==> config.mk <==
export PLATFORM = sky130hd
export DESIGN_NAME = volume_threshold_bounding_box_core_flat
export DESIGN_NICKNAME = d
export VERILOG_FILES = /design/src/rtl/core/vtbb_pkg.sv /design/src/rtl/core/vtbb_if.sv /design/src/rtl/core/vtbb_cfg_regs.sv /design/src/rtl/core/vtbb_scan.sv /design/src/rtl/core/vtbb_out_reg.sv /design/src/rtl/core/volume_threshold_bounding_box_core.sv /design/src/flat_wrapper.sv
export SDC_FILE = /design/constraint.sdc
export NUM_CORES = 1
export LEC_CHECK = 0
export ABC_AREA = 0
export BUFFER_PORTS_ARGS = -buffer_cell sky130_fd_sc_hd__buf_2
export CORE_MARGIN = 3
export CORE_UTILIZATION = 50
export DETAILED_ROUTE_END_ITERATION = 7
export GPL_TIMING_DRIVEN = 0
export PLACE_DENSITY = 0.7
export REMOVE_ABC_BUFFERS = 1
export SLEW_MARGIN = 30
export SYNTH_ARGS = -nofsm -noshare
export SYNTH_HDL_FRONTEND = slang
export SYNTH_SLANG_ARGS = --single-unit
==> constraint.sdc <==
create_clock -name clk -period 21.9 [get_ports clk]
set_clock_uncertainty 0.2 [all_clocks]
set_input_delay 1.095 -clock clk [delete_from_list [all_inputs] [get_ports clk]]
set_output_delay 1.095 -clock clk [all_outputs]
set_load 0.02 [all_outputs]
==> src/rtl/core/vtbb_pkg.sv <==
// ----------------------------------------------------------------------------
// vtbb_pkg
// Shared widths, register codes, types and helpers of the thresholded volume
// bounding box core.
// ----------------------------------------------------------------------------
package vtbb_pkg;

  localparam int MAX_DIM    = 1024;
  localparam int VOXEL_BITS = 16;

  // Fixed field widths of the interface
  localparam int VAL_W  = 16;
  localparam int SIZE_W = 11;
  localparam int OUT_W  = 10;

  localparam int POS_W = (MAX_DIM > 1) ? $clog2(MAX_DIM) : 1;
  localparam int CMP_W = (POS_W + 1 > SIZE_W) ? POS_W + 1 : SIZE_W;

  localparam logic [VAL_W-1:0] VOXEL_MASK = VAL_W'((64'd1 << VOXEL_BITS) - 64'd1);

  // Configuration port
  localparam int CFG_ADDR_W = 4;
  localparam int CFG_DATA_W = 32;
  localparam int REG_IDX_W  = 2;

  localparam logic [REG_IDX_W-1:0] REG_THRESHOLD = 2'd0;
  localparam logic [REG_IDX_W-1:0] REG_SIZE_X    = 2'd1;
  localparam logic [REG_IDX_W-1:0] REG_SIZE_Y    = 2'd2;
  localparam logic [REG_IDX_W-1:0] REG_SIZE_Z    = 2'd3;

  localparam logic [SIZE_W-1:0] SIZE_RESET = SIZE_W'(1024);

  typedef struct packed {
    logic [VAL_W-1:0]  threshold;
    logic [SIZE_W-1:0] size_x;
    logic [SIZE_W-1:0] size_y;
    logic [SIZE_W-1:0] size_z;
  } vtbb_cfg_t;

  typedef struct packed {
    logic [OUT_W-1:0] low_x;
    logic [OUT_W-1:0] high_x;
    logic [OUT_W-1:0] low_y;
    logic [OUT_W-1:0] high_y;
    logic [OUT_W-1:0] low_z;
    logic [OUT_W-1:0] high_z;
    logic             any_found;
    logic             crop_needed;
  } vtbb_result_t;

  typedef struct packed {
    logic         valid;
    vtbb_result_t result;
  } vtbb_push_t;

  // Zero counts as one, anything above MAX_DIM counts as MAX_DIM
  function automatic logic [CMP_W-1:0] eff_size(input logic [SIZE_W-1:0] s);
    logic [CMP_W-1:0] se;
    se = CMP_W'(s);
    if (s == '0) begin
      return CMP_W'(1);
    end
    if (se > CMP_W'(MAX_DIM)) begin
      return CMP_W'(MAX_DIM);
    end
    return se;
  endfunction

endpackage

==> src/rtl/core/vtbb_if.sv <==
// ----------------------------------------------------------------------------
// vtbb_in_if / vtbb_out_if
// Valid/ready stream channels for voxel input and bounding box results.
// ----------------------------------------------------------------------------
interface vtbb_in_if import vtbb_pkg::*; ();
  logic             valid;
  logic             ready;
  logic [VAL_W-1:0] voxel_value;

  modport source (output valid, output voxel_value, input ready);
  modport sink   (input valid, input voxel_value, output ready);
endinterface

interface vtbb_out_if import vtbb_pkg::*; ();
  logic             valid;
  logic             ready;
  logic [OUT_W-1:0] low_x;
  logic [OUT_W-1:0] high_x;
  logic [OUT_W-1:0] low_y;
  logic [OUT_W-1:0] high_y;
  logic [OUT_W-1:0] low_z;
  logic [OUT_W-1:0] high_z;
  logic             any_found;
  logic             crop_needed;

  modport source (output valid, output low_x, output high_x, output low_y,
                  output high_y, output low_z, output high_z, output any_found,
                  output crop_needed, input ready);
  modport sink   (input valid, input low_x, input high_x, input low_y,
                  input high_y, input low_z, input high_z, input any_found,
                  input crop_needed, output ready);
endinterface

==> src/rtl/core/vtbb_cfg_regs.sv <==
// ----------------------------------------------------------------------------
// vtbb_cfg_regs
// APB register file: threshold and the three volume extents.
// ----------------------------------------------------------------------------
module vtbb_cfg_regs import vtbb_pkg::*; (
  input  logic                  clk,
  input  logic                  rst_n,
  input  logic                  psel,
  input  logic                  penable,
  input  logic                  pwrite,
  input  logic [CFG_ADDR_W-1:0] paddr,
  input  logic [CFG_DATA_W-1:0] pwdata,
  output logic [CFG_DATA_W-1:0] prdata,
  output logic                  pready,
  output vtbb_cfg_t             cfg
);

  vtbb_cfg_t              cfg_r;
  vtbb_cfg_t              cfg_nxt;
  logic                   wr_en;
  logic [REG_IDX_W-1:0]   reg_idx;

  assign pready  = 1'b1;
  assign wr_en   = psel & penable & pwrite;
  assign reg_idx = paddr[CFG_ADDR_W-1:2];

  always_comb begin
    cfg_nxt = cfg_r;
    if (wr_en) begin
      case (reg_idx)
        REG_THRESHOLD: cfg_nxt.threshold = pwdata[VAL_W-1:0];
        REG_SIZE_X:    cfg_nxt.size_x    = pwdata[SIZE_W-1:0];
        REG_SIZE_Y:    cfg_nxt.size_y    = pwdata[SIZE_W-1:0];
        REG_SIZE_Z:    cfg_nxt.size_z    = pwdata[SIZE_W-1:0];
        default:       cfg_nxt = cfg_r;
      endcase
    end
  end

  always_ff @(posedge clk) begin
    if (!rst_n) begin
      cfg_r.threshold <= '0;
      cfg_r.size_x    <= SIZE_RESET;
      cfg_r.size_y    <= SIZE_RESET;
      cfg_r.size_z    <= SIZE_RESET;
    end else begin
      cfg_r <= cfg_nxt;
    end
  end

  always_comb begin
    case (reg_idx)
      REG_THRESHOLD: prdata = CFG_DATA_W'(cfg_r.threshold);
      REG_SIZE_X:    prdata = CFG_DATA_W'(cfg_r.size_x);
      REG_SIZE_Y:    prdata = CFG_DATA_W'(cfg_r.size_y);
      REG_SIZE_Z:    prdata = CFG_DATA_W'(cfg_r.size_z);
      default:       prdata = '0;
    endcase
  end

  assign cfg = cfg_r;

endmodule

==> src/rtl/core/vtbb_scan.sv <==
// ----------------------------------------------------------------------------
// vtbb_scan
// Input register, position counters and box tracker. Produces one result
// when the last voxel of a volume goes through.
// ----------------------------------------------------------------------------
module vtbb_scan import vtbb_pkg::*; (
  input  logic             clk,
  input  logic             rst_n,
  input  vtbb_cfg_t        cfg,
  input  logic             in_valid,
  input  logic [VAL_W-1:0] in_voxel,
  output logic             in_ready,
  input  logic             res_ready,
  output vtbb_push_t       push
);

  logic             s1_valid_r, s1_valid_nxt;
  logic [VAL_W-1:0] s1_voxel_r;

  logic [POS_W-1:0] pos_x_r, pos_y_r, pos_z_r;
  logic [POS_W-1:0] min_x_r, min_y_r, min_z_r;
  logic [POS_W-1:0] max_x_r, max_y_r, max_z_r;
  logic             seen_r;

  logic [POS_W-1:0] pos_x_nxt, pos_y_nxt, pos_z_nxt;
  logic [POS_W-1:0] min_x_nxt, min_y_nxt, min_z_nxt;
  logic [POS_W-1:0] max_x_nxt, max_y_nxt, max_z_nxt;
  logic             seen_nxt;

  logic [CMP_W-1:0] sx, sy, sz;
  logic [CMP_W-1:0] inc_x, inc_y, inc_z;
  logic             wrap_x, wrap_y, wrap_z, last;
  logic             hit, go, in_xfer;

  logic [POS_W-1:0] mn_x, mn_y, mn_z, mx_x, mx_y, mx_z;
  logic             seen_upd;
  logic [POS_W-1:0] lx, hx, ly, hy, lz, hz;
  logic [CMP_W-1:0] ext_x, ext_y, ext_z;

  assign sx = eff_size(cfg.size_x);
  assign sy = eff_size(cfg.size_y);
  assign sz = eff_size(cfg.size_z);

  assign inc_x  = CMP_W'(pos_x_r) + CMP_W'(1);
  assign inc_y  = CMP_W'(pos_y_r) + CMP_W'(1);
  assign inc_z  = CMP_W'(pos_z_r) + CMP_W'(1);
  assign wrap_z = inc_z >= sz;
  assign wrap_y = inc_y >= sy;
  assign wrap_x = inc_x >= sx;
  assign last   = wrap_z & wrap_y & wrap_x;

  // A final voxel may only go when the result register can take its box
  assign go       = s1_valid_r & (~last | res_ready);
  assign in_ready = ~s1_valid_r | go;
  assign in_xfer  = in_valid & in_ready;

  assign hit = (s1_voxel_r & VOXEL_MASK) > cfg.threshold;

  always_comb begin
    mn_x = (hit && pos_x_r < min_x_r) ? pos_x_r : min_x_r;
    mn_y = (hit && pos_y_r < min_y_r) ? pos_y_r : min_y_r;
    mn_z = (hit && pos_z_r < min_z_r) ? pos_z_r : min_z_r;
    mx_x = (hit && pos_x_r > max_x_r) ? pos_x_r : max_x_r;
    mx_y = (hit && pos_y_r > max_y_r) ? pos_y_r : max_y_r;
    mx_z = (hit && pos_z_r > max_z_r) ? pos_z_r : max_z_r;
    seen_upd = seen_r | hit;
  end

  // Empty volume reports the single voxel at the origin
  always_comb begin
    lx = seen_upd ? mn_x : '0;
    hx = seen_upd ? mx_x : '0;
    ly = seen_upd ? mn_y : '0;
    hy = seen_upd ? mx_y : '0;
    lz = seen_upd ? mn_z : '0;
    hz = seen_upd ? mx_z : '0;
    ext_x = CMP_W'(hx) - CMP_W'(lx) + CMP_W'(1);
    ext_y = CMP_W'(hy) - CMP_W'(ly) + CMP_W'(1);
    ext_z = CMP_W'(hz) - CMP_W'(lz) + CMP_W'(1);
  end

  always_comb begin
    push.valid              = go & last;
    push.result.low_x       = OUT_W'(lx);
    push.result.high_x      = OUT_W'(hx);
    push.result.low_y       = OUT_W'(ly);
    push.result.high_y      = OUT_W'(hy);
    push.result.low_z       = OUT_W'(lz);
    push.result.high_z      = OUT_W'(hz);
    push.result.any_found   = seen_upd;
    push.result.crop_needed = (ext_x != sx) | (ext_y != sy) | (ext_z != sz);
  end

  always_comb begin
    pos_x_nxt = pos_x_r;
    pos_y_nxt = pos_y_r;
    pos_z_nxt = pos_z_r;
    min_x_nxt = min_x_r;
    min_y_nxt = min_y_r;
    min_z_nxt = min_z_r;
    max_x_nxt = max_x_r;
    max_y_nxt = max_y_r;
    max_z_nxt = max_z_r;
    seen_nxt  = seen_r;
    if (go) begin
      if (last) begin
        // Volume done: start fresh
        pos_x_nxt = '0;
        pos_y_nxt = '0;
        pos_z_nxt = '0;
        min_x_nxt = '1;
        min_y_nxt = '1;
        min_z_nxt = '1;
        max_x_nxt = '0;
        max_y_nxt = '0;
        max_z_nxt = '0;
        seen_nxt  = 1'b0;
      end else begin
        min_x_nxt = mn_x;
        min_y_nxt = mn_y;
        min_z_nxt = mn_z;
        max_x_nxt = mx_x;
        max_y_nxt = mx_y;
        max_z_nxt = mx_z;
        seen_nxt  = seen_upd;
        pos_z_nxt = wrap_z ? '0 : POS_W'(inc_z);
        if (wrap_z) begin
          pos_y_nxt = wrap_y ? '0 : POS_W'(inc_y);
          if (wrap_y) begin
            pos_x_nxt = POS_W'(inc_x);
          end
        end
      end
    end
  end

  assign s1_valid_nxt = in_xfer | (s1_valid_r & ~go);

  always_ff @(posedge clk) begin
    if (!rst_n) begin
      s1_valid_r <= 1'b0;
      pos_x_r    <= '0;
      pos_y_r    <= '0;
      pos_z_r    <= '0;
      min_x_r    <= '1;
      min_y_r    <= '1;
      min_z_r    <= '1;
      max_x_r    <= '0;
      max_y_r    <= '0;
      max_z_r    <= '0;
      seen_r     <= 1'b0;
    end else begin
      s1_valid_r <= s1_valid_nxt;
      pos_x_r    <= pos_x_nxt;
      pos_y_r    <= pos_y_nxt;
      pos_z_r    <= pos_z_nxt;
      min_x_r    <= min_x_nxt;
      min_y_r    <= min_y_nxt;
      min_z_r    <= min_z_nxt;
      max_x_r    <= max_x_nxt;
      max_y_r    <= max_y_nxt;
      max_z_r    <= max_z_nxt;
      seen_r     <= seen_nxt;
    end
  end

  always_ff @(posedge clk) begin
    if (in_xfer) begin
      s1_voxel_r <= in_voxel;
    end
  end

  // After a result the tracker is back at the origin with nothing seen
  a_clear_after_push: assert property (@(posedge clk) disable iff (!rst_n)
    push.valid |=> (pos_x_r == '0) && (pos_y_r == '0) && (pos_z_r == '0) && !seen_r)
    else $error("tracker not cleared after result");

  // A seen box is never inverted
  a_box_ordered: assert property (@(posedge clk) disable iff (!rst_n)
    seen_r |-> (min_x_r <= max_x_r) && (min_y_r <= max_y_r) && (min_z_r <= max_z_r))
    else $error("box bounds inverted");

  // A held voxel keeps its value while the final step waits for room
  a_hold_voxel: assert property (@(posedge clk) disable iff (!rst_n)
    s1_valid_r && !go |=> s1_valid_r && $stable(s1_voxel_r))
    else $error("held voxel lost");

  // Box state only moves when a voxel goes through
  a_no_spurious_update: assert property (@(posedge clk) disable iff (!rst_n)
    !go |=> $stable(seen_r) && $stable(pos_z_r))
    else $error("tracker changed without a voxel");

endmodule

==> src/rtl/core/vtbb_out_reg.sv <==
// ----------------------------------------------------------------------------
// vtbb_out_reg
// Result register driving the output channel.
// ----------------------------------------------------------------------------
module vtbb_out_reg import vtbb_pkg::*; (
  input  logic         clk,
  input  logic         rst_n,
  input  vtbb_push_t   push,
  output logic         res_ready,
  output logic         out_valid,
  input  logic         out_ready,
  output vtbb_result_t out_data
);

  logic         out_valid_r, out_valid_nxt;
  vtbb_result_t out_data_r;

  assign res_ready = ~out_valid_r | out_ready;

  always_comb begin
    out_valid_nxt = out_valid_r;
    if (push.valid) begin
      out_valid_nxt = 1'b1;
    end else if (out_ready) begin
      out_valid_nxt = 1'b0;
    end
  end

  always_ff @(posedge clk) begin
    if (!rst_n) begin
      out_valid_r <= 1'b0;
    end else begin
      out_valid_r <= out_valid_nxt;
    end
  end

  always_ff @(posedge clk) begin
    if (push.valid) begin
      out_data_r <= push.result;
    end
  end

  assign out_valid = out_valid_r;
  assign out_data  = out_data_r;

  // Never overwrite a result that has not been transferred
  a_no_overwrite: assert property (@(posedge clk) disable iff (!rst_n)
    push.valid |-> (!out_valid_r || out_ready))
    else $error("result overwritten before transfer");

endmodule

==> src/rtl/core/volume_threshold_bounding_box_core.sv <==
// ----------------------------------------------------------------------------
// volume_threshold_bounding_box_core
// Tight bounding box of the voxels above a threshold in a streamed volume.
// ----------------------------------------------------------------------------
// Usage:
//   in_chan carries one voxel per transfer, z fastest, then y, then x. The
//   core counts the position itself; the volume ends after
//   size_x * size_y * size_z voxels.
//   out_chan carries one result per volume: low/high bounds on each axis,
//   any_found and crop_needed. An empty volume reports the origin voxel.
//   The APB port holds threshold (0x0), size_x (0x4), size_y (0x8) and
//   size_z (0xC); write it only while no voxel is in flight. A size written
//   mid-volume keeps the position counters.
//   Throughput: one voxel per cycle, back to back, while the result register
//   can take a box. A result passes through the input register, then the
//   result register, before it shows on out_chan.
//   Reset clears the position counters and the box; registers return to
//   threshold 0 and 1024 voxels on each axis.
//   While a result waits on out_chan, voxels keep flowing; only the last
//   voxel of the next volume holds in the input register until the
//   waiting result is transferred, and in_chan.ready drops behind it.
// ----------------------------------------------------------------------------
module volume_threshold_bounding_box_core import vtbb_pkg::*; (
  input  logic                  clk,
  input  logic                  rst_n,
  vtbb_in_if.sink               in_chan,
  vtbb_out_if.source            out_chan,
  input  logic                  psel,
  input  logic                  penable,
  input  logic                  pwrite,
  input  logic [CFG_ADDR_W-1:0] paddr,
  input  logic [CFG_DATA_W-1:0] pwdata,
  output logic [CFG_DATA_W-1:0] prdata,
  output logic                  pready
);

  vtbb_cfg_t    cfg;
  vtbb_push_t   push;
  logic         res_ready;
  logic         in_ready;
  logic         out_valid;
  vtbb_result_t out_data;

  vtbb_cfg_regs u_cfg (
    .clk     (clk),
    .rst_n   (rst_n),
    .psel    (psel),
    .penable (penable),
    .pwrite  (pwrite),
    .paddr   (paddr),
    .pwdata  (pwdata),
    .prdata  (prdata),
    .pready  (pready),
    .cfg     (cfg)
  );

  vtbb_scan u_scan (
    .clk       (clk),
    .rst_n     (rst_n),
    .cfg       (cfg),
    .in_valid  (in_chan.valid),
    .in_voxel  (in_chan.voxel_value),
    .in_ready  (in_ready),
    .res_ready (res_ready),
    .push      (push)
  );

  vtbb_out_reg u_out (
    .clk       (clk),
    .rst_n     (rst_n),
    .push      (push),
    .res_ready (res_ready),
    .out_valid (out_valid),
    .out_ready (out_chan.ready),
    .out_data  (out_data)
  );

  assign in_chan.ready        = in_ready;
  assign out_chan.valid       = out_valid;
  assign out_chan.low_x       = out_data.low_x;
  assign out_chan.high_x      = out_data.high_x;
  assign out_chan.low_y       = out_data.low_y;
  assign out_chan.high_y      = out_data.high_y;
  assign out_chan.low_z       = out_data.low_z;
  assign out_chan.high_z      = out_data.high_z;
  assign out_chan.any_found   = out_data.any_found;
  assign out_chan.crop_needed = out_data.crop_needed;

endmodule

==> src/flat_wrapper.sv <==
// flat-port wrapper written by rule: the top's interface ports become plain ports
module volume_threshold_bounding_box_core_flat import vtbb_pkg::*;
  (clk, rst_n, psel, penable, pwrite, paddr, pwdata, prdata, pready, in_chan_valid, in_chan_voxel_value, in_chan_ready, out_chan_valid, out_chan_low_x, out_chan_high_x, out_chan_low_y, out_chan_high_y, out_chan_low_z, out_chan_high_z, out_chan_any_found, out_chan_crop_needed, out_chan_ready);
  vtbb_in_if in_chan_i ();
  vtbb_out_if out_chan_i ();
  input  logic clk;
  input  logic rst_n;
  input  logic psel;
  input  logic penable;
  input  logic pwrite;
  input  logic [CFG_ADDR_W-1:0] paddr;
  input  logic [CFG_DATA_W-1:0] pwdata;
  output logic [CFG_DATA_W-1:0] prdata;
  output logic pready;
  input wire logic [$bits(in_chan_i.valid)-1:0] in_chan_valid;
  input wire logic [$bits(in_chan_i.voxel_value)-1:0] in_chan_voxel_value;
  output wire logic [$bits(in_chan_i.ready)-1:0] in_chan_ready;
  output wire logic [$bits(out_chan_i.valid)-1:0] out_chan_valid;
  output wire logic [$bits(out_chan_i.low_x)-1:0] out_chan_low_x;
  output wire logic [$bits(out_chan_i.high_x)-1:0] out_chan_high_x;
  output wire logic [$bits(out_chan_i.low_y)-1:0] out_chan_low_y;
  output wire logic [$bits(out_chan_i.high_y)-1:0] out_chan_high_y;
  output wire logic [$bits(out_chan_i.low_z)-1:0] out_chan_low_z;
  output wire logic [$bits(out_chan_i.high_z)-1:0] out_chan_high_z;
  output wire logic [$bits(out_chan_i.any_found)-1:0] out_chan_any_found;
  output wire logic [$bits(out_chan_i.crop_needed)-1:0] out_chan_crop_needed;
  input wire logic [$bits(out_chan_i.ready)-1:0] out_chan_ready;
  assign in_chan_i.valid = in_chan_valid;
  assign in_chan_i.voxel_value = in_chan_voxel_value;
  assign in_chan_ready = in_chan_i.ready;
  assign out_chan_valid = out_chan_i.valid;
  assign out_chan_low_x = out_chan_i.low_x;
  assign out_chan_high_x = out_chan_i.high_x;
  assign out_chan_low_y = out_chan_i.low_y;
  assign out_chan_high_y = out_chan_i.high_y;
  assign out_chan_low_z = out_chan_i.low_z;
  assign out_chan_high_z = out_chan_i.high_z;
  assign out_chan_any_found = out_chan_i.any_found;
  assign out_chan_crop_needed = out_chan_i.crop_needed;
  assign out_chan_i.ready = out_chan_ready;
  volume_threshold_bounding_box_core u_core (.clk(clk), .rst_n(rst_n), .in_chan(in_chan_i), .out_chan(out_chan_i), .psel(psel), .penable(penable), .pwrite(pwrite), .paddr(paddr), .pwdata(pwdata), .prdata(prdata), .pready(pready));
endmodule
# Word-level counts from Yosys, hierarchy flattened
# Cells that the tools add are included.
# word_totals
reg_bits	220
inputBits	59
out_inout_bits	97
# classes
n_addsub	9
magnitude_cmp	13
eq_ne	6
muxes	51
bitwise_logic	19
n_reduce_logical	19
# ops
op	n
$mux 10	26
$mux 11	12
$pmux 32 s4	1
$add 10x1->11 const B	3
$add 11x1->11 const B	3
$ge 11x11->1	3
$gt 11x11->1 const B	3
$logic_not 11->1	3
$ne 11x11->1	3
$sub 10x10->11	3
$gt 10x10->1	3
$lt 10x10->1	3
$gt 16x16->1	1
$mux 1	12
$reduce_and 2->1	5
$and 1x1->1	8
$or 1x1->1	7
$logic_and 1x1->1	6
$reduce_bool 2->1	3
$eq 2x2->1 const B	2
$not 1->1	4
$reduce_and 3->1	1
$eq 2x1->1 const B	1
$logic_not 2->1	1

# Longest topological paths before layout
# Gate-level depths: netlist of run 1.
# depth
depth_word	14
mapped_depth	24
mapped_depth_nobuf	22

# Hierarchy
# A second synthesis of run 1 with hierarchy kept.
# unflattened
hier_cells	1587
area_unflattened_um2	14869.3
# modules_own_cells
mod	instances	cells_per_inst	area_per_inst_um2	seq_area_each_um2
vtbb_scan	1	1303	10641.5	2322.2
vtbb_cfg_regs	1	218	2317.2	980.9
vtbb_out_reg	1	66	1910.6	1881.8

# Worst setup path after synthesis of run 1
# OpenSTA, ideal clock, no wires.
# synth_path
kind	reg2reg
start	register u_core.u_scan.pos_z_r[2]
end	register u_core.u_out.out_data_r, in the netlist u_core.u_out.out_data[0] (enable)
setup_time_ns	0.561
t_arrival_ns	6.970
required_ns	21.139
path_slack_ns	14.169
stages_incl_launch_ff	14
n_path_buf	1
synth_period_minus_slack_ns	7.731
path_cell_list	dfxtp_1 -> clkbuf_1 -> and3_1 -> and3_1 -> and3_1 -> nand3_1 -> xnor2_1 -> ha_1 -> a211oi_1 -> nor2b_1 -> nor3_1 -> o32a_1 -> nand2_1 -> nor3_1
# synth_rtl
item	line	source
start: declaration	vtbb_scan.sv:20	logic [POS_W-1:0] pos_x_r, pos_y_r, pos_z_r;
start signal: assignment	vtbb_scan.sv:156	pos_z_r <= pos_z_nxt;
end signal: assignment	vtbb_out_reg.sv:39	out_data_r <= push.result;
end: declaration	vtbb_out_reg.sv:16	vtbb_result_t out_data_r;

==> results of run 1 <==
layer usage:
layer | wire [um] | global-route usage [%] | part of all wire [%]
met5 | 0 | 0 | 0
met2 | 16700 | 38.8 | 46
met1 | 16000 | 31.9 | 44
met4 | 804 | 6.40 | 2.2
met3 | 2590 | 4.00 | 7.2
through the flow:
step	hold slack [ns]	setup WS, ns	std cells	utilization (%)
floorplan	0.236	14.06	1449	-
global placement	0.245	11.42	1941	54.1
detailed placement	0.248	14.87	1953	54.8
CTS	0.257	14.81	1998	57.7
global route	0.269	14.55	1998	57.7
finish	0.255	14.74	1999	57.8
cell families (layout without fill, tap and decap cells):
| group | after synthesis | in the layout |
|---|---|---|
| AOI/OAI and AO/OA | 300 | 300 |
| xor gates and xnor gates | 56 | 56 |
| adders and majority gates | 169 | 169 |
| buffers and inverters | 215 | 304 |
| DFF | 220 | 220 |
| muxes | 101 | 101 |
| other | 2 | 18 |
| and+or+nand+nor | 459 | 459 |
worst max path at each step:
stage,start,end,slack [ns],cells past startpoint
2_1_floorplan,u_core.u_scan.pos_z_r[2],u_core.u_out.out_data[0],14.06,12
3_3_place_gp,u_core.u_scan.pos_z_r[2],u_core.u_out.out_data[37],11.42,12
3_5_place_dp,u_core.u_cfg.cfg[34],u_core.u_out.out_data[0],14.87,21
4_1_cts,u_core.u_cfg.cfg[34],u_core.u_out.out_data[0],14.81,21
5_1_grt,u_core.u_cfg.cfg[47],u_core.u_out.out_data[0],14.55,20
6_report,u_core.u_cfg.cfg[34],u_core.u_out.out_data[0],14.74,21
layout make-up:
type | instances | area [um2] | area share [%]
Multi-Input combinational cell | 1102 | 8130 | 51.4
Inverter | 127 | 479 | 3.03
Timing Repair Buffer | 132 | 753 | 4.76
Sequential cell | 220 | 5180 | 32.8
Clock inverter | 12 | 91.3 | 0.577
Antenna cell | 1 | 2.50 | 0.0158
Tap cell | 372 | 465 | 2.94
Clock buffer | 33 | 717 | 4.53
placed cells by master (no fill, tap or decap), types with 4 or more instances in the layout:
| cell | n |
|---|---|
| a2111oi_0 | 4 |
| a211oi_1 | 16 |
| a21o_1 | 24 |
| a21oi_1 | 93 |
| a22o_1 | 34 |
| and3_1 | 21 |
| buf_2 | 120 |
| buf_4 | 5 |
| buf_6 | 4 |
| clkbuf_16 | 26 |
| clkbuf_8 | 4 |
| clkinv_2 | 7 |
| conb_1 | 17 |
| dfxtp_1 | 142 |
| edfxtp_1 | 78 |
| ha_1 | 166 |
| inv_1 | 125 |
| mux2i_1 | 89 |
| mux4_2 | 11 |
| nand2_1 | 158 |
| nand2b_1 | 23 |
| nand3_1 | 27 |
| nand3b_1 | 8 |
| nand4_1 | 19 |
| nor2_1 | 104 |
| nor2b_1 | 15 |
| nor3_1 | 19 |
| nor3_2 | 4 |
| nor4_1 | 8 |
| o211ai_1 | 28 |
| o21ai_0 | 45 |
| o21bai_1 | 7 |
| o31ai_1 | 5 |
| or2_1 | 14 |
| or2_2 | 19 |
| xnor2_1 | 32 |
| xor2_1 | 24 |
worst min-delay path, stage by stage, from the launching register on:
cell	delay, ns
dfxtp_1	0.31
nand2_1	0.05
a21oi_1	0.05
power by group through the flow:
stage / Sequential, W / Clock (W) / Combinational [W]
6_report: 0.000438 / 0.000413 / 0.000155
5_1_grt: 0.000438 / 0.000437 / 0.000171
4_1_cts: 0.000438 / 0.000421 / 0.000153
3_5_place_dp: 0.000446 / 0 / 0.000152
3_3_place_gp: 0.000446 / 0 / 0.000146
2_1_floorplan: 0.000444 / 0 / 0.000107
==> flow_summary.json, run 1 <==
{
  "drtIter0Drc": 1005,
  "grt.total_usage_pct": 23.5,
  "avgViaCountPerCell": 5.70,
  "clk_latency_ns": 0.52,
  "ys_warn_count": 0,
  "cp.required_ns": 21.91,
  "antenna_found_initial": 1,
  "final-max-slew-violation-count": 0,
  "rr_endpoint": "u_core.u_out.out_data[0]",
  "slew_headroom_pct": 34.1,
  "synth-xor-area-share_pct": 3.46,
  "grt_max_degree": 65,
  "clockBufferDepth": 3,
  "power_leakage_nw": 7.17,
  "async_flop_share_pct": 0,
  "fp.dieW_um": 174,
  "synth_area_leaders": "dfxtp_1 20%, edfxtp_1 17%, ha_1 15%",
  "start_util_pct": 51.7,
  "drt_pass1_iterations": 8,
  "synth_top_family_by_area": "simple AND/OR/NAND/NOR gates",
  "cts_made_buffers": 25,
  "hold_viol_final": 0,
  "worstMarginPinSlew_ns": 0.986,
  "grt.overflow.total": 0,
  "drc": 0,
  "grt_pass1_vias": 11200,
  "clkTransAtPathRegs_ns": 0.06,
  "yosys.area.top_type_share_pct": 20.1,
  "worst-setup-path-type": "register to register",
  "die_y_um": 174,
  "io_pins": 156,
  "ys_types": 74,
  "synth_fa_ha_area_share_pct": 15.1,
  "wire_per_inst_um": 18.1,
  "grt_pass1_wl_um": 58500,
  "setup_violations": 0,
  "dp_hpwl_um": 27200,
  "root_buffer": "clkbuf_16",
  "synth_compound_area_share_pct": 14.4,
  "io_buffer_count": 120,
  "routabilityCongestion": 0.927,
  "fin_crit_ns": 7.16,
  "rsz0062_at_grt": "false",
  "post_synth_most_frequent_cells": "166 x ha_1, 158 x nand2_1, 142 x dfxtp_1",
  "max_stage_delay_ns": 0.85,
  "setup_tns_ns": 0,
  "min_path_cells": 2,
  "powerDensity_mw_per_mm2": 63.5,
  "p_total_w": 0.00101,
  "cp_data_arrival_time_ns": 7.18,
  "max-cap-violations": 0,
  "hold_end": "u_core.u_cfg.cfg[44]",
  "htreeDepth": 1,
  "yosys.area_share.simple_pct": 15.7,
  "clkPwrFrac_pct": 41.1,
  "die_area_mm2": 0.0304,
  "cp-start-kind": "register",
  "final_area_mm2": 0.0158,
  "cts_tree": "yes",
  "status": "finished clean",
  "cts_resized": 0,
  "drt-total-wl_um": 36100,
  "crit_chain": "inv_1, ha_1, nor2b_1, o211ai_1, a2111oi_0, o31a_1, nand3_1, mux2i_1, or2_2, ha_1, inv_1, ha_1, fa_1, a21o_1, a21oi_1, xor2_1, xor2_1, and3_1, o21ai_0, a2111oi_0, nand4_1",
  "synthToLayoutAreaGrowth_pct": 11.7,
  "synthMostInstantiatedCell": "ha_1",
  "worst_setup_path_end_kind": "register",
  "fmax_mhz": 140,
  "via_count": 11400,
  "ir_drop_v": 0.0000397,
  "crit_fanout": 12,
  "nFillCells": 2463,
  "period_share_pct": 32.7,
  "rr_startpoint": "u_core.u_cfg.cfg[34]",
  "crit_path_frequent_cell": "ha_1",
  "crit_buf_inv": 2,
  "largest_reg_flops": 62,
  "synthMuxAreaShare_pct": 8.12,
  "final_nets": 1836,
  "hold_start": "u_core.u_cfg.cfg[44]",
  "rrSetupSlack_ns": 14.74,
  "seq_area_frac_synth_pct": 36.6,
  "row_count": 60,
  "syn_area_per_cell_um2": 9.31,
  "cp_top_family": "compound AO/OA/AOI/OAI gates",
  "hold_path.class": "register to register",
  "postRouteAntennaNets": 0,
  "ys_ff_latch": 220,
  "worst-r2r-cell-count": 21,
  "placed_area_mm2": 0.0150,
  "synth_flop_cell": "dfxtp_1",
  "p_int_w": 0.000735,
  "synth_area_leader_cell": "dfxtp_1",
  "hold_buffers": 0,
  "swShare_pct": 26.9,
  "clock_sinks": 220,
  "combPwrFrac_pct": 15.4,
  "switching_power_w": 0.000271,
  "syn_area_mm2": 0.0142,
  "synth-edff-count": 78,
  "core_mm2": 0.0274,
  "seqPwrFrac_pct": 43.5,
  "critPathSlowestCell": "nand3_1",
  "syn_inst": 1522,
  "postCtsSetupBuffers": 0,
  "drive_gt1_share_pct": 14.1
}
Power figures use the tool's default switching activity.
==> run 2, diff against run 1 <==
ABC_AREA = 1   (was 0)
PLACE_DENSITY = 0.69   (was 0.7)
clock period = 7.2 ns   (was 21.9 ns; I/O delays follow)
==> run 2 against run 1 <==
Net effect: clock power increased to 3.4 times the previous value; critical endpoint unchanged; maximum frequency increased by 25%; global-route usage increased by 1.9 points; die area increased by 6.5%; non-clock buffer count increased by 31; cell area increased by 8.6%; critical path type unchanged; sequential cell count unchanged; routed wire length increased by 17%; worst setup slack got worse by 13 ns; largest power group is now combinational logic; synthesized cell count increased by 38%; sequential power increased to 3.2 times the previous value.
==> flow_summary.json, run 2 <==
{
  "crit_fanout": 36,
  "clock_sinks": 220,
  "status": "finished clean",
  "via_count": 14300,
  "cts_made_buffers": 26,
  "worst_setup_path_end_kind": "register",
  "cp.depth": 29,
  "yosys.area.top_type_share_pct": 18.8,
  "cp-start-kind": "register",
  "drt_pass1_iterations": 5,
  "largest_reg_flops": 62,
  "core_mm2": 0.0297,
  "crit_buf_inv": 6,
  "cp_data_arrival_time_ns": 5.83,
  "clk_latency_ns": 0.55,
  "drt-total-wl_um": 42100,
  "grt.total_usage_pct": 25.4,
  "drive_gt1_share_pct": 9.73,
  "cp_top_family": "simple AND/OR/NAND/NOR gates",
  "ys_warn_count": 0,
  "synthMostInstantiatedCell": "nand2_1",
  "routabilityCongestion": 0.902,
  "htreeDepth": 1,
  "setup_violations": 0,
  "post_synth_most_frequent_cells": "587 x nand2_1, 270 x inv_1, 186 x nor2_1",
  "drc": 0,
  "slew_headroom_pct": 32.3,
  "crit_path_frequent_cell": "nand2_1",
  "rrSetupSlack_ns": 1.45,
  "hold_buffers": 34,
  "cp.required_ns": 7.28,
  "seqCellArea_mm2": 0.00518,
  "powerDensity_mw_per_mm2": 328,
  "ys_ff_latch": 220,
  "start_util_pct": 50.9,
  "final_nets": 2448,
  "whs_ns": 0.145,
  "ir_drop_v": 0.000294,
  "power_leakage_nw": 8.79,
  "dp_hpwl_um": 30900,
  "grt.overflow.total": 0,
  "hold_viol_final": 0,
  "postCtsSetupBuffers": 0,
  "seq_area_frac_synth_pct": 34.3,
  "fmax_mhz": 174,
  "syn_area_mm2": 0.0151,
  "wire_per_inst_um": 16.0,
  "antenna_found_initial": 0,
  "drtIter0Drc": 1190,
  "placed_area_mm2": 0.0159,
  "worst-setup-path-type": "register to register",
  "syn_area_per_cell_um2": 7.20,
  "clkTransAtPathRegs_ns": 0.06,
  "row_count": 63,
  "period_share_pct": 79.9,
  "die_area_mm2": 0.0324,
  "antenna_cells": 0,
  "final_common_cell": "nand2_1",
  "io_pins": 156,
  "cts_resized": 0,
  "rr_startpoint": "u_core.u_scan.s1_voxel_r[9]",
  "rsz0062_at_grt": "false",
  "synth_flop_cell": "dfxtp_1",
  "grt_max_degree": 81,
  "layout_common_cells": "585 x nand2_1, 267 x inv_1, 185 x nor2_1",
  "cts_tree": "yes",
  "async_flop_share_pct": 0,
  "clockBufferDepth": 3,
  "fin_crit_ns": 5.75,
  "max-cap-violations": 0,
  "synth_area_leaders": "dfxtp_1 19%, edfxtp_1 15%, nand2_1 15%",
  "critPathSlowestCell": "inv_2",
  "grt_pass1_wl_um": 68800,
  "fp.dieW_um": 180,
  "ys_types": 48,
  "hold_path.class": "input port to register",
  "grt_pass1_vias": 13600,
  "worst-r2r-cell-count": 29,
  "p_total_w": 0.00563,
  "die_y_um": 180,
  "final_area_mm2": 0.0172,
  "rr_endpoint": "u_core.u_out.out_data[0]",
  "synth-edff-count": 78,
  "root_buffer": "clkbuf_16",
  "crit_path_start": "u_core.u_scan.s1_voxel_r[9]",
  "synthToLayoutAreaGrowth_pct": 13.7,
  "synth_area_leader_cell": "dfxtp_1",
  "avgViaCountPerCell": 5.45,
  "max_stage_delay_ns": 0.53,
  "crit_path_end": "u_core.u_out.out_data[0]",
  "syn_inst": 2101,
  "final-max-slew-violation-count": 0,
  "io_buffer_count": 120,
  "multi_input_area_mm2": 0.00851,
  "nFillCells": 2712,
  "postRouteAntennaNets": 0,
  "worstMarginPinSlew_ns": 1.01
}
==> run 2: cell count changes after synthesis, moves of 43 or more <==
cell     previous run  this run
a21oi_1            94       137
nand4_1            19        79
nor2_1            107       186
mux2i_1            89         0
inv_1             125       270
nand2_1           158       587
nand3_1            27       128
==> run 2: worst min-delay path by stage <==
| stage | slack (ns) | end | cells past startpoint | from |
|---|---|---|---|---|
| finish | 0.15 | u_core.u_scan.pos_y_r[5] | 3 | rst_n |
| floorplan | 0.25 | u_core.u_scan.max_x_r[1] | 2 | u_core.u_scan.max_x_r[1] |
| global placement | 0.25 | u_core.u_scan.max_z_r[2] | 2 | u_core.u_scan.max_z_r[2] |
| global route | 0.16 | u_core.u_out.out_valid | 3 | rst_n |
| detailed placement | 0.26 | u_core.u_scan.max_y_r[6] | 2 | u_core.u_scan.max_y_r[6] |
| CTS | 0.12 | u_core.u_cfg.cfg[10] | 2 | rst_n |
==> run 2: stage by stage <==
| stage | instances | setup slack, ns | setup TNS (ns) | utilization (%) |
|---|---|---|---|---|
| finish | 2630 | 1.45 | 0 | 57.8 |
| global route | 2630 | 1.06 | 0 | 57.8 |
| CTS | 2630 | 1.52 | 0 | 57.8 |
| detailed placement | 2548 | 1.54 | 0 | 53.6 |
| global placement | 2539 | -2.25 | -6.69 | 53.1 |
| floorplan | 2029 | 1.06 | 0 | - |
==> run 2: routing by layer <==
| metal | share of wire [%] | GRT usage [%] | vias up |
|---|---|---|---|
| li1 | - | - | 7091 |
| met1 | 43 | 33.5 | 6620 |
| met2 | 47 | 43.3 | 522 |
| met3 | 6.7 | 3.38 | 110 |
| met4 | 3.0 | 8.14 | 0 |
| met5 | 0 | 0 | - |
==> run 2: cell type report <==
class	count	share of cell area, %
clock buffer	28	3.83
clock inverter	20	1.41
inverter	278	6.10
multi-input combinational	1531	49.5
sequential	220	30.2
tap	390	2.84
timing repair buffer	163	6.17
==> run 2: power by group <==
group | switching (W) | total [W] | internal, W
combinational | 0.00181 | 0.00284 | 0.00103
sequential | 0.0000325 | 0.00141 | 0.00137
clock | 0.000551 | 0.00139 | 0.000842
total | 0.00239 | 0.00563 | 0.00324
==> run 2: worst reg2reg max path: cells and delay by family (launching register included) <==
family	cells	cell delay, ns
flops	1	0.37
simple gates	17	2.14
compound gates	2	0.28
buf+inv	6	1.22
fa+ha+maj	4	1.28
==> run 2: kinds of logic after synthesis <==
logic type | share of synthesized area, %
flops | 34.3
xor+xnor | 2.41
simple gates | 29.3
compound gates | 9.81
fa+ha+maj | 14.1
other cells | 0.0497
buf+inv | 10.0
